File: src/sv/mmpd_pkg.sv
// ----------------------------------------------------------------------------
// mmpd_pkg: shared types and constants
// Result and bundle types, marker characters and the hex digit lookup.
// ----------------------------------------------------------------------------
package mmpd_pkg;

  localparam int unsigned MAX_RES    = 3;
  localparam int unsigned QDEPTH_DEF = 4;
  localparam logic [2:0]  START_LEN  = 3'd6;

  localparam logic [7:0] CH_SLASH   = 8'h2f;
  localparam logic [7:0] CH_AMP     = 8'h26;
  localparam logic [7:0] CH_PERCENT = 8'h25;
  localparam logic [3:0] HEX_TEN    = 4'ha;

  typedef struct packed {
    logic [7:0] byte_val;
    logic       is_end;
    logic       found;
  } result_t;

  typedef struct packed {
    result_t [MAX_RES-1:0] res;
    logic    [1:0]         cnt;
  } bundle_t;

  function automatic logic [7:0] start_char(input logic [2:0] pos);
    logic [7:0] c;
    case (pos)
      3'd0:    c = CH_SLASH;
      3'd1:    c = CH_AMP;
      3'd2:    c = 8'h4d;
      3'd3:    c = 8'h53;
      3'd4:    c = 8'h47;
      3'd5:    c = 8'h3d;
      default: c = 8'h00;
    endcase
    return c;
  endfunction

  function automatic logic is_digit(input logic [7:0] c);
    return (c >= 8'h30) && (c <= 8'h39);
  endfunction

  function automatic logic [3:0] hex_value(input logic [7:0] c);
    logic [3:0] v;
    v = 4'd0;
    if (c >= 8'h30 && c <= 8'h39) begin
      v = c[3:0];
    end else if ((c >= 8'h41 && c <= 8'h46) || (c >= 8'h61 && c <= 8'h66)) begin
      v = HEX_TEN + (c[3:0] - 4'd1);
    end
    return v;
  endfunction

endpackage

File: src/sv/marked_message_percent_decoder.sv
// ----------------------------------------------------------------------------
// marked_message_percent_decoder: top level
// Accepted bundles enter the bundle queue, then the single output register.
// Throughput: one item per cycle while each yields at most one result and the
// output does not stall; an item with k results takes k output-register loads.
// The bundle queue (QDEPTH entries) decouples input from output stalls.
// Reset (rst_n low, synchronous) rearms the marker search and empties all.
// ----------------------------------------------------------------------------
module marked_message_percent_decoder
  import mmpd_pkg::*;
#(
  parameter int unsigned QDEPTH = QDEPTH_DEF
) (
  input  logic       clk,
  input  logic       rst_n,
  input  logic       in_valid,
  output logic       in_ready,
  input  logic [7:0] in_byte,
  input  logic       in_stream_end,
  output logic       out_valid,
  input  logic       out_ready,
  output logic [7:0] out_byte,
  output logic       out_is_end,
  output logic       out_found,
  output logic       out_last_of_item
);

  bundle_t front_bundle;
  bundle_t q_head;
  logic    accept;
  logic    q_push;
  logic    q_pop;
  logic    q_not_empty;
  logic    q_full;
  logic [$clog2(QDEPTH+1)-1:0] q_count;

  assign in_ready = !q_full;
  assign accept   = in_valid && in_ready;
  assign q_push   = accept && (front_bundle.cnt != 2'd0);

  mmpd_front u_front (
    .clk          (clk),
    .rst_n        (rst_n),
    .accept       (accept),
    .in_byte      (in_byte),
    .in_stream_end(in_stream_end),
    .bundle       (front_bundle)
  );

  mmpd_queue #(.DEPTH(QDEPTH)) u_queue (
    .clk      (clk),
    .rst_n    (rst_n),
    .push     (q_push),
    .push_data(front_bundle),
    .pop      (q_pop),
    .head     (q_head),
    .not_empty(q_not_empty),
    .full     (q_full),
    .count    (q_count)
  );

  mmpd_back u_back (
    .clk             (clk),
    .rst_n           (rst_n),
    .head            (q_head),
    .head_valid      (q_not_empty),
    .pop             (q_pop),
    .out_valid       (out_valid),
    .out_ready       (out_ready),
    .out_byte        (out_byte),
    .out_is_end      (out_is_end),
    .out_found       (out_found),
    .out_last_of_item(out_last_of_item)
  );

  a_found_is_end: assert property (@(posedge clk) disable iff (!rst_n)
    out_valid && out_found |-> out_is_end)
    else $error("found set on a byte result");

  a_end_is_last: assert property (@(posedge clk) disable iff (!rst_n)
    out_valid && out_is_end |-> out_last_of_item && (out_byte == 8'd0))
    else $error("end report not last or carries data");

  a_queue_bound: assert property (@(posedge clk) disable iff (!rst_n)
    q_count <= ($clog2(QDEPTH+1))'(QDEPTH))
    else $error("queue count out of range");

  a_bundle_count: assert property (@(posedge clk) disable iff (!rst_n)
    q_not_empty |-> (q_head.cnt != 2'd0))
    else $error("empty bundle queued");

endmodule

File: src/sv/mmpd_front.sv
// ----------------------------------------------------------------------------
// mmpd_front: marker search and escape classification
// Updates parse state per accepted byte and forms a bundle of up to three
// results for the queue.
// ----------------------------------------------------------------------------
module mmpd_front
  import mmpd_pkg::*;
(
  input  logic       clk,
  input  logic       rst_n,
  input  logic       accept,
  input  logic [7:0] in_byte,
  input  logic       in_stream_end,
  output bundle_t    bundle
);

  typedef enum logic [1:0] {PH_SEARCH, PH_BODY, PH_DONE} phase_t;
  typedef enum logic [1:0] {PK_NONE, PK_PERCENT, PK_ESCAPE} pend_t;

  phase_t     phase_r, phase_nxt;
  pend_t      pend_r, pend_nxt;
  logic [2:0] mpos_r, mpos_nxt;
  logic [3:0] hnib_r, hnib_nxt;

  always_comb begin
    logic [2:0] pos;
    logic [1:0] n;
    logic       do_fresh;
    phase_nxt = phase_r;
    pend_nxt  = pend_r;
    mpos_nxt  = mpos_r;
    hnib_nxt  = hnib_r;
    n         = 2'd0;
    do_fresh  = 1'b0;
    pos       = 3'd0;
    bundle    = '0;
    case (phase_r)
      PH_SEARCH: begin
        pos = (mpos_r >= START_LEN) ? 3'd0 : mpos_r;
        if (in_byte == start_char(pos)) begin
          pos = pos + 3'd1;
        end else begin
          pos = (in_byte == CH_SLASH) ? 3'd1 : 3'd0;
        end
        if (pos == START_LEN) begin
          phase_nxt = PH_BODY;
          mpos_nxt  = 3'd0;
          pend_nxt  = PK_NONE;
          hnib_nxt  = 4'd0;
        end else begin
          mpos_nxt = pos;
        end
      end
      PH_BODY: begin
        if (mpos_r != 3'd0) begin
          if (in_byte == CH_AMP) begin
            bundle.res[n] = '{byte_val: 8'd0, is_end: 1'b1, found: 1'b1};
            n         = n + 2'd1;
            phase_nxt = PH_DONE;
            mpos_nxt  = 3'd0;
            pend_nxt  = PK_NONE;
            hnib_nxt  = 4'd0;
          end else begin
            bundle.res[n] = '{byte_val: (pend_r == PK_ESCAPE) ? {hnib_r, 4'd0} : CH_SLASH,
                              is_end: 1'b0, found: 1'b0};
            n        = n + 2'd1;
            mpos_nxt = 3'd0;
            pend_nxt = PK_NONE;
            do_fresh = 1'b1;
          end
        end else if (pend_r == PK_PERCENT) begin
          if (is_digit(in_byte)) begin
            pend_nxt = PK_ESCAPE;
            hnib_nxt = in_byte[3:0];
          end else begin
            bundle.res[n] = '{byte_val: CH_PERCENT, is_end: 1'b0, found: 1'b0};
            n        = n + 2'd1;
            pend_nxt = PK_NONE;
            do_fresh = 1'b1;
          end
        end else if (pend_r == PK_ESCAPE) begin
          if (in_byte == CH_SLASH) begin
            mpos_nxt = 3'd1;
          end else begin
            bundle.res[n] = '{byte_val: {hnib_r, hex_value(in_byte)},
                              is_end: 1'b0, found: 1'b0};
            n        = n + 2'd1;
            pend_nxt = PK_NONE;
          end
        end else begin
          pend_nxt = PK_NONE;
          do_fresh = 1'b1;
        end
      end
      default: begin
      end
    endcase
    if (do_fresh) begin
      if (in_byte == CH_SLASH) begin
        mpos_nxt = 3'd1;
      end else if (in_byte == CH_PERCENT) begin
        pend_nxt = PK_PERCENT;
      end else begin
        bundle.res[n] = '{byte_val: in_byte, is_end: 1'b0, found: 1'b0};
        n = n + 2'd1;
      end
    end
    if (in_stream_end) begin
      if (phase_nxt == PH_SEARCH || phase_nxt == PH_BODY) begin
        bundle.res[n] = '{byte_val: 8'd0, is_end: 1'b1, found: 1'b0};
        n = n + 2'd1;
      end
      phase_nxt = PH_SEARCH;
      mpos_nxt  = 3'd0;
      pend_nxt  = PK_NONE;
      hnib_nxt  = 4'd0;
    end
    bundle.cnt = n;
  end

  always_ff @(posedge clk) begin
    if (!rst_n) begin
      phase_r <= PH_SEARCH;
      pend_r  <= PK_NONE;
      mpos_r  <= 3'd0;
      hnib_r  <= 4'd0;
    end else if (accept) begin
      phase_r <= phase_nxt;
      pend_r  <= pend_nxt;
      mpos_r  <= mpos_nxt;
      hnib_r  <= hnib_nxt;
    end
  end

endmodule

File: src/sv/mmpd_queue.sv
// ----------------------------------------------------------------------------
// mmpd_queue: bundle queue
// Short register queue between the front and back halves.
// ----------------------------------------------------------------------------
module mmpd_queue
  import mmpd_pkg::*;
#(
  parameter int unsigned DEPTH = QDEPTH_DEF
) (
  input  logic    clk,
  input  logic    rst_n,
  input  logic    push,
  input  bundle_t push_data,
  input  logic    pop,
  output bundle_t head,
  output logic    not_empty,
  output logic    full,
  output logic [$clog2(DEPTH+1)-1:0] count
);

  localparam int unsigned PW = (DEPTH > 1) ? $clog2(DEPTH) : 1;
  localparam int unsigned CW = $clog2(DEPTH+1);

  bundle_t          mem_r [DEPTH];
  logic [PW-1:0]    wr_r, wr_nxt;
  logic [PW-1:0]    rd_r, rd_nxt;
  logic [CW-1:0]    cnt_r, cnt_nxt;

  assign head      = mem_r[rd_r];
  assign not_empty = (cnt_r != '0);
  assign full      = (cnt_r == CW'(DEPTH));
  assign count     = cnt_r;

  always_comb begin
    wr_nxt  = wr_r;
    rd_nxt  = rd_r;
    cnt_nxt = cnt_r;
    if (push) begin
      wr_nxt = (wr_r == PW'(DEPTH - 1)) ? '0 : wr_r + PW'(1);
    end
    if (pop) begin
      rd_nxt = (rd_r == PW'(DEPTH - 1)) ? '0 : rd_r + PW'(1);
    end
    if (push && !pop) begin
      cnt_nxt = cnt_r + CW'(1);
    end else if (pop && !push) begin
      cnt_nxt = cnt_r - CW'(1);
    end
  end

  always_ff @(posedge clk) begin
    if (!rst_n) begin
      wr_r  <= '0;
      rd_r  <= '0;
      cnt_r <= '0;
    end else begin
      wr_r  <= wr_nxt;
      rd_r  <= rd_nxt;
      cnt_r <= cnt_nxt;
    end
    if (push) begin
      mem_r[wr_r] <= push_data;
    end
  end

endmodule

File: src/sv/mmpd_back.sv
// ----------------------------------------------------------------------------
// mmpd_back: result serializer
// Loads head results into the output register, one per cycle unless stalled.
// ----------------------------------------------------------------------------
module mmpd_back
  import mmpd_pkg::*;
(
  input  logic       clk,
  input  logic       rst_n,
  input  bundle_t    head,
  input  logic       head_valid,
  output logic       pop,
  output logic       out_valid,
  input  logic       out_ready,
  output logic [7:0] out_byte,
  output logic       out_is_end,
  output logic       out_found,
  output logic       out_last_of_item
);

  logic       valid_r;
  logic [1:0] idx_r, idx_nxt;
  result_t    res_r;
  logic       last_r;
  logic       load;
  logic       at_last;

  assign load    = head_valid && (!valid_r || out_ready);
  assign at_last = (idx_r == head.cnt - 2'd1);
  assign pop     = load && at_last;
  assign idx_nxt = at_last ? 2'd0 : idx_r + 2'd1;

  always_ff @(posedge clk) begin
    if (!rst_n) begin
      valid_r <= 1'b0;
      idx_r   <= 2'd0;
    end else begin
      if (load) begin
        valid_r <= 1'b1;
        idx_r   <= idx_nxt;
      end else if (out_ready) begin
        valid_r <= 1'b0;
      end
    end
    if (load) begin
      res_r  <= head.res[idx_r];
      last_r <= at_last;
    end
  end

  assign out_valid        = valid_r;
  assign out_byte         = res_r.byte_val;
  assign out_is_end       = res_r.is_end;
  assign out_found        = res_r.found;
  assign out_last_of_item = last_r;

endmodule
File: config.mk
export PLATFORM = sky130hd
export DESIGN_NAME = marked_message_percent_decoder
export DESIGN_NICKNAME = d
export VERILOG_FILES = /design/src/sv/mmpd_pkg.sv /design/src/sv/marked_message_percent_decoder.sv /design/src/sv/mmpd_front.sv /design/src/sv/mmpd_queue.sv /design/src/sv/mmpd_back.sv
export SDC_FILE = /design/constraint.sdc
export NUM_CORES = 1
export LEC_CHECK = 0
export ABC_AREA = 1
export BUFFER_PORTS_ARGS = -buffer_cell sky130_fd_sc_hd__buf_2
export CELL_PAD_IN_SITES_DETAIL_PLACEMENT = 1
export CELL_PAD_IN_SITES_GLOBAL_PLACEMENT = 2
export CORE_MARGIN = 3
export CORE_UTILIZATION = 40
export CTS_BUF_LIST = sky130_fd_sc_hd__clkbuf_8
export DETAILED_ROUTE_END_ITERATION = 10
export PLACE_DENSITY_LB_ADDON = 0.1
export SLEW_MARGIN = 20
export SYNTH_ARGS = -nofsm -noshare
export SYNTH_HDL_FRONTEND = slang
export SYNTH_SLANG_ARGS = --single-unit
File: constraint.sdc
create_clock -name clk -period 5.5 [get_ports clk]
set_input_delay 1.65 -clock clk [delete_from_list [all_inputs] [get_ports clk]]
set_output_delay 1.65 -clock clk [all_outputs]
set_load 0.01 [all_outputs]
==> Word-level counts from Yosys, hierarchy flattened <==
Memories as Yosys holds them, arrays and structs flattened. A register that Yosys moved wholly into a read port is not among the register bits.
Index checks and enable logic that the tools add are counted.
{ "totals": {"wordCells": 178, "memories": 1, "reg_bits": 32, "out_inout_bits": 13, "in_bits": 13, "ramBits": 128} }
{ "op_classes": {"reduce_logical": 28, "bitwise_logic": 3, "n_lt_le_gt_ge": 12, "muxes": 88, "eq_ne": 22, "addsub": 11} }
{ "mem_list": {"columns": ["name", "depth", "width", "rd", "rd_clocked_by_memory_dff", "wr", "line", "rtl"], "rows": [
  ["u_queue.mem_r", 4, 32, 1, 1, 1, "mmpd_queue.sv:24", "bundle_t mem_r [DEPTH];"]
]} }
{ "op_table": {"columns": ["cell", "n"], "rows": [
  ["$mux W30", 5],
  ["$mux W10", 9],
  ["$mux W2", 28],
  ["$pmux W7 S6", 1],
  ["$demux W10 S2", 2],
  ["$mux W3", 13],
  ["$mux W4", 8],
  ["$bwmux W30", 1],
  ["$and A27 B27 Y27", 1],
  ["$not A27 Y27", 1],
  ["$eq A8 B6 Y1 const B", 3],
  ["$mux W8", 3],
  ["$bmux W10 S2", 1],
  ["$ge A8 B7 Y1 const B", 2],
  ["$le A8 B7 Y1 const B", 2],
  ["$mux W1", 13],
  ["$eq A3 B3 Y1 const B", 4],
  ["$logic_and A1 B1 Y1", 11],
  ["$add A2 B1 Y2 const B", 5],
  ["$lt A2 B3 Y1 const B", 3],
  ["$reduce_bool A3 Y1", 3],
  ["$eq A8 B8 Y1", 1],
  ["$ge A8 B6 Y1 const B", 1],
  ["$le A8 B6 Y1 const B", 1],
  ["25 further kinds", 42]
]} }

==> Logic depth before layout (Yosys ltp) <==
{ "depth": {"depth_word": 21, "depth_mapped": 28, "depth_no_buf": 28} }

==> By module <==
A second synthesis with hierarchy kept.
{ "hier_totals": {"hier_cells": 770, "area_unflattened_um2": 7733.7} }
{ "modules_own_cells": {"columns": ["module", "cells_per_inst", "area_per_inst_um2", "instances", "seq_area_each_um2"], "rows": [
  ["mmpd_queue", 369, 5237.5, 1, 4023.9],
  ["mmpd_front", 308, 1700.4, 1, 220.2],
  ["mmpd_back", 88, 772.0, 1, 390.4],
  ["marked_message_percent_decoder", 5, 23.8, 1, 0.0]
]} }

==> Worst setup path before layout <==
No wires, ideal clock.
{ "synth_path": {"kind": "input port to flip-flop", "from": "input in_byte[0]", "to": "memory u_queue.mem_r[0][0] in the netlist's numbering (enable)", "setup_ns": 0.401, "t_required_ns": 5.099, "stages": 20, "n_path_buf": 0, "path_slack_ns": 0.464, "arrival_time_ns": 4.635, "cell_sequence": "inv_1 ha_1 nand2_1 nand3_2 nand2_2 nand2_1 nand3_1 nand2_2 inv_2 ha_1 inv_1 nand4_1 nand2_1 inv_1 ha_1 nand2_1 nand2_1 nand3_2 nand2_2 nor2_1"} }
{ "synth_via": {"elab_chain_len": 17, "word_cells_on_any_way": 40, "classes_between": "add/sub (2); order compare (2); eq/ne (6); mux (25); reduce/logical (5)"} }
{ "synth_lines": {"columns": ["item", "line", "rtl"], "rows": [
  ["start: declaration", "marked_message_percent_decoder.sv:18", "input logic [7:0] in_byte,"],
  ["$ge A8 B6 Y1, or another cell as far along", "mmpd_pkg.sv:42", "return (c >= 8'h30) && (c <= 8'h39);"],
  ["$logic_and A1 B1 Y1 or $mux W1 (tied branches)", "mmpd_pkg.sv:42, mmpd_front.sv:82", null],
  ["$mux W1 or $mux W2 (tied branches)", "mmpd_front.sv:72, mmpd_front.sv:81", null],
  ["$mux W2", "mmpd_front.sv:71", "end else if (pend_r == PK_PERCENT) begin"],
  ["$mux W2", "mmpd_front.sv:55", "if (mpos_r != 3'd0) begin"],
  ["$mux W2", "mmpd_front.sv:37", "case (phase_r)"],
  ["$add A2 B1 Y2", "mmpd_front.sv:105", "n = n + 2'd1;"],
  ["$mux W2", "mmpd_front.sv:101", "end else if (in_byte == CH_PERCENT) begin"],
  ["$mux W2", "mmpd_front.sv:99", "if (in_byte == CH_SLASH) begin"],
  ["$mux W2", "mmpd_front.sv:98", "if (do_fresh) begin"],
  ["$add A2 B1 Y2", "mmpd_front.sv:111", "n = n + 2'd1;"],
  ["$mux W2", "mmpd_front.sv:109", "if (phase_nxt == PH_SEARCH || phase_nxt == PH_BODY) begin"],
  ["$mux W2 (*)", "mmpd_front.sv:108", "if (in_stream_end) begin"],
  ["$reduce_bool A2 Y1 (*)", "marked_message_percent_decoder.sv:39", "assign q_push = accept && (front_bundle.cnt != 2'd0);"],
  ["$logic_and A1 B1 Y1 (*)", "marked_message_percent_decoder.sv:39", null],
  ["$mux W1 (*)", "mmpd_queue.sv:61", "if (push) begin"],
  ["$mux W1 (not written as such) (*)", "mmpd_queue.sv:62", "mem_r[wr_r] <= push_data;"],
  ["end: declaration", "mmpd_queue.sv:24", null]
]} }
Every way passes the cells marked *; elsewhere a longest branch is shown, timed or not. The select of a mux whose other input is x is not followed.

==> Final worst setup path <==
{ "layout_path": {"from": "input in_byte[0]", "to": "register u_queue.cnt_r[2] (netlist: u_queue.count[2])"} }
{ "layout_via": {"elab_chain_len": 18, "word_cells_on_any_way": 43, "classes_between": "add/sub (2); order compare (2); eq/ne (6); mux (24); reduce/logical (9)"} }
{ "layout_lines": {"columns": ["item", "line", "rtl"], "rows": [
  ["$ge A8 B6 Y1, or another cell as far along", "mmpd_pkg.sv:42", null],
  ["$logic_and A1 B1 Y1 or $mux W1 (tied branches)", "mmpd_pkg.sv:42, mmpd_front.sv:82", null],
  ["$mux W1 or $mux W2 (tied branches)", "mmpd_front.sv:72, mmpd_front.sv:81", null],
  ["$mux W2", "mmpd_front.sv:71", null],
  ["$mux W2", "mmpd_front.sv:55", null],
  ["$mux W2", "mmpd_front.sv:37", null],
  ["$add A2 B1 Y2", "mmpd_front.sv:105", null],
  ["$mux W2", "mmpd_front.sv:101", null],
  ["(+3 left out)", null, null],
  ["$mux W2", "mmpd_front.sv:109", null],
  ["$mux W2 (*)", "mmpd_front.sv:108", null],
  ["$reduce_bool A2 Y1 (*)", "marked_message_percent_decoder.sv:39", null],
  ["$logic_and A1 B1 Y1 (*)", "marked_message_percent_decoder.sv:39", null],
  ["net q_push", "marked_message_percent_decoder.sv:31", "logic q_push;"],
  ["$logic_not A1 Y1", "mmpd_queue.sv:46", "end else if (pop && !push) begin"],
  ["$logic_and A1 B1 Y1", "mmpd_queue.sv:46", null],
  ["$reduce_bool A2 Y1 (no source line)", null, null],
  ["end signal: assignment", "mmpd_queue.sv:59", "cnt_r <= cnt_nxt;"],
  ["end: declaration", "mmpd_queue.sv:27", "logic [CW-1:0] cnt_r, cnt_nxt;"]
]} }
The timed path passes the listed nets; every way through them passes the cells marked *. The select of a mux whose other input is x is not followed.
A chain may end at the register's enable or synchronous reset.

==> reports/qor.txt <==
Status - finished, final reports clean
Switching part of the total power - 0.322
WHS - 503 ps
Unrepaired setup endpoints after global routing - false
Post-cts resize count - 0
Clk_skew - 11.1 ps
Most used DFF post-synth - edfxtp_1
CTS tree - done
Gpl congestion - 0.901
Pleak - 2.70 nW
Number of max-cap violations - 0
Syn_nets - 665
Period utilisation layout - 0.904
Vias per Instance - 5.28
Hold Path Class - flip-flop to flip-flop
Die Y - 128 µm
Drc violations - 0
CTS buffer count - 17
Yosys warns - 0
Combinational power share - 0.264
VDD IR-drop max - 139 µV
Largest net degree at the start of global routing - 46
Area growth syn-to-layout - 13.2%
Yosys top cell by area - edfxtp_1
Worst Tran Pin Value - 797 ps
Sequential element share of the synthesized area - 0.572
Critical Path Most Common Cell - nand2_1
Final Max Tran Viols - 0
Critical path arrival - 5330 ps
CTS Hold Bufs - 0
R2R Setup Slk - 1830 ps
CP Class - input pin to flip-flop
Cell Area, Synth - 6000 µm²
Antenna Nets Post-Route - 0
Final setup violation count - 0
Cells after synthesis - 637
First-pass GRT wire length - 25,600 µm
Core Footprint - 14,600 µm²
Asr flop ratio synth - 0
Final Critical Period - 4970 ps
GR Overflow Total - 0
PortBufs - 25
Synth cell types - 37
# IOs - 26
CP Launch Type - input pin
Post-synthesis register bit count - 122
Max-slew headroom - 0.467
Clock transition at path regs - 70 ps
Post-DP HPWL - 11,300 µm
Pwr Density - 410 nW/µm²
Clk sinks - 122
Fmax - 201 MHz
Layout Utilization - 0.466
Buffers and inverters on the worst path - 7
Layout cells sized above 1 - 0.163
DR iter-0 viols - 306
CTS max path bufs - 2
Number of diodes - 0
CP delay by family, top - simple AND/OR/NAND/NOR gates
Root buf cell - clkbuf_8
Die ar. - 16,500 µm²
Die Width - 128 µm
Sequential share of power - 0.432
Finished Layout Cells - 870
Hold Vio Cnt, Final - 0
Post-Syn Area per Cell - 9.42 µm²
Post-Place Cells - 838
Final WL - 16,200 µm
Switch Pwr - 0.000896 W
Post-synth EDFFs - 99
Area after DPL - 6370 µm²
Initial antenna violation count - 0
Post-CTS setup buffer count - 0
Post-Layout Inst Area - 6790 µm²
Crit path required time - 5860 ps
Share of the synthesized area in the top cell type - 0.496
Std-Cell Rows - 44
Nets - 701
Setup TNS - 0 ps
CP max stage delay - 390 ps
Critical path capture point type - flip-flop
H-Tree Depth - 4
Vias - 4,590
Clock Latency Late Sink - 430 ps
Vias in the first global route - 4,783
Starting Density - 0.411
Top post-synthesis cells by area - edfxtp_1 50%, dfxtp_1 7.7%, nand2_1 7.3%
Clk pwr share - 0.304
Maximum net fanout on the critical path - 7
First-pass iteration count of the detailed router - 5
DR WL/cell - 18.6 µm
Pint - 0.00189 W
Overall Global Routing Usage - 0.205
CP max stage cell - fa_1
## stage by stage
stage	total power [W]	setup WS, ps
6_report	0.00278	527
5_1_grt	0.00296	96.6
3_5_place_dp	0.00197	67.5
4_1_cts	0.00283	545
3_3_place_gp	0.00194	306
2_1_floorplan	0.00170	464
## registers in the layout, indices dropped and copies added (netlist names), named ones only
name                     count
u_queue.wr_r                 2
u_back.out_last_of_item      1
u_back.out_byte              8
u_back.out_is_end            1
u_front.pend_r               2
u_queue.rd_r                 2
u_back.idx_r                 2
u_front.mpos_r               3
u_queue.mem_r               88
u_queue.count                3
u_front.hnib_r               4
u_back.out_found             1
u_front.phase_r              2
u_back.out_valid             1
## Yosys cell counts, types with 2 or more instances
| master | instances |
|---|---|
| a211oi_1 | 3 |
| a21oi_1 | 31 |
| a31oi_1 | 2 |
| buf_2 | 3 |
| buf_4 | 2 |
| clkbuf_1 | 14 |
| clkinv_1 | 2 |
| dfxtp_1 | 23 |
| edfxtp_1 | 99 |
| ha_1 | 14 |
| inv_1 | 52 |
| inv_2 | 14 |
| nand2_1 | 117 |
| nand2_2 | 9 |
| nand2_4 | 2 |
| nand3_1 | 44 |
| nand3_2 | 6 |
| nand4_1 | 5 |
| nor2_1 | 75 |
| nor2_2 | 6 |
| nor3_1 | 12 |
| nor4_1 | 2 |
| o21ai_0 | 60 |
| o21ai_1 | 3 |
| o22ai_1 | 22 |
| xor2_1 | 4 |
## per-layer routing
metal | share of wire | global-route usage | vias to the layer above
li1 | - | - | 2253
met1 | 0.45 | 0.256 | 2253
met2 | 0.51 | 0.358 | 66
met3 | 0.031 | 0.0374 | 18
met4 | 0.013 | 0.0699 | 0
met5 | 0 | 0 | -
## worst register-to-register path, delay by kind of cell (launching register included)
kind	cells	cell delay [ps]
DFF	1	420
adders and majority gates	4	1080
AOI/OAI and AO/OA	2	190
and+or+nand+nor	13	1450
buffers and inverters	6	480
## logic make-up (layout without fill, tap and decap cells)
logic type,count (synthesis),in the layout,synth area share
XOR/XNOR,4,4,0.00584
buffers and inverters,88,137,0.0571
AND/OR/NAND/NOR,282,282,0.213
multiplexers,1,1,0.00167
flip-flops,122,122,0.572
adder cells (fa/ha/maj),15,15,0.0325
AO/OA/AOI/OAI,125,125,0.117
## power by group through the flow
| stage | logic, W | clock network, W | registers, W |
|---|---|---|---|
| floorplan | 0.000465 | 0 | 0.00124 |
| global placement | 0.000721 | 0 | 0.00121 |
| detailed placement | 0.000747 | 0 | 0.00122 |
| CTS | 0.000754 | 0.000868 | 0.00120 |
| global route | 0.000835 | 0.000905 | 0.00121 |
| finish | 0.000735 | 0.000846 | 0.00120 |
## cell usage in the layout (no fill, tap or decap), types with 2 or more instances in the layout
cell,instances
nand4_1,5
nand2_1,117
edfxtp_1,99
o21ai_1,3
nand2_4,2
bufinv_16,4
nand2_2,9
xor2_1,4
a21oi_1,31
nand3_1,44
inv_1,56
buf_4,11
nor2_2,10
inv_2,14
ha_1,14
clkinv_1,3
nor4_1,2
buf_2,25
clkinv_2,4
nor2_1,71
clkbuf_8,19
o22ai_1,22
nor3_1,12
o21ai_0,60
dfxtp_1,23
a211oi_1,3
nand3_2,6
## cell type report
| cell class | instances | area (µm²) |
|---|---|---|
| Fill cell | 1666 | 7790 |
| Sequential cell | 122 | 3430 |
| Multi-Input combinational cell | 427 | 2240 |
| Clock buffer | 19 | 262 |
| Inverter | 69 | 260 |
| Tap cell | 184 | 230 |
| Timing Repair Buffer | 36 | 208 |
| Clock inverter | 13 | 161 |
## final timing paths
path | start | to | depth (start not counted)
worst max-delay path | in_byte[0] | u_queue.count[2]$_SDFFE_PN0P_ | 29
worst min-delay path | u_queue.rd_r[1]$_SDFFE_PN0P_ | flip-flop | 2
worst max register to register | u_front.pend_r[0]$_SDFFE_PN0P_ | u_queue.count[2]$_SDFFE_PN0P_ | 25
worst min register to register | u_queue.rd_r[1]$_SDFFE_PN0P_ | flip-flop | 2
Note: power is estimated with default switching activity, not from simulation.
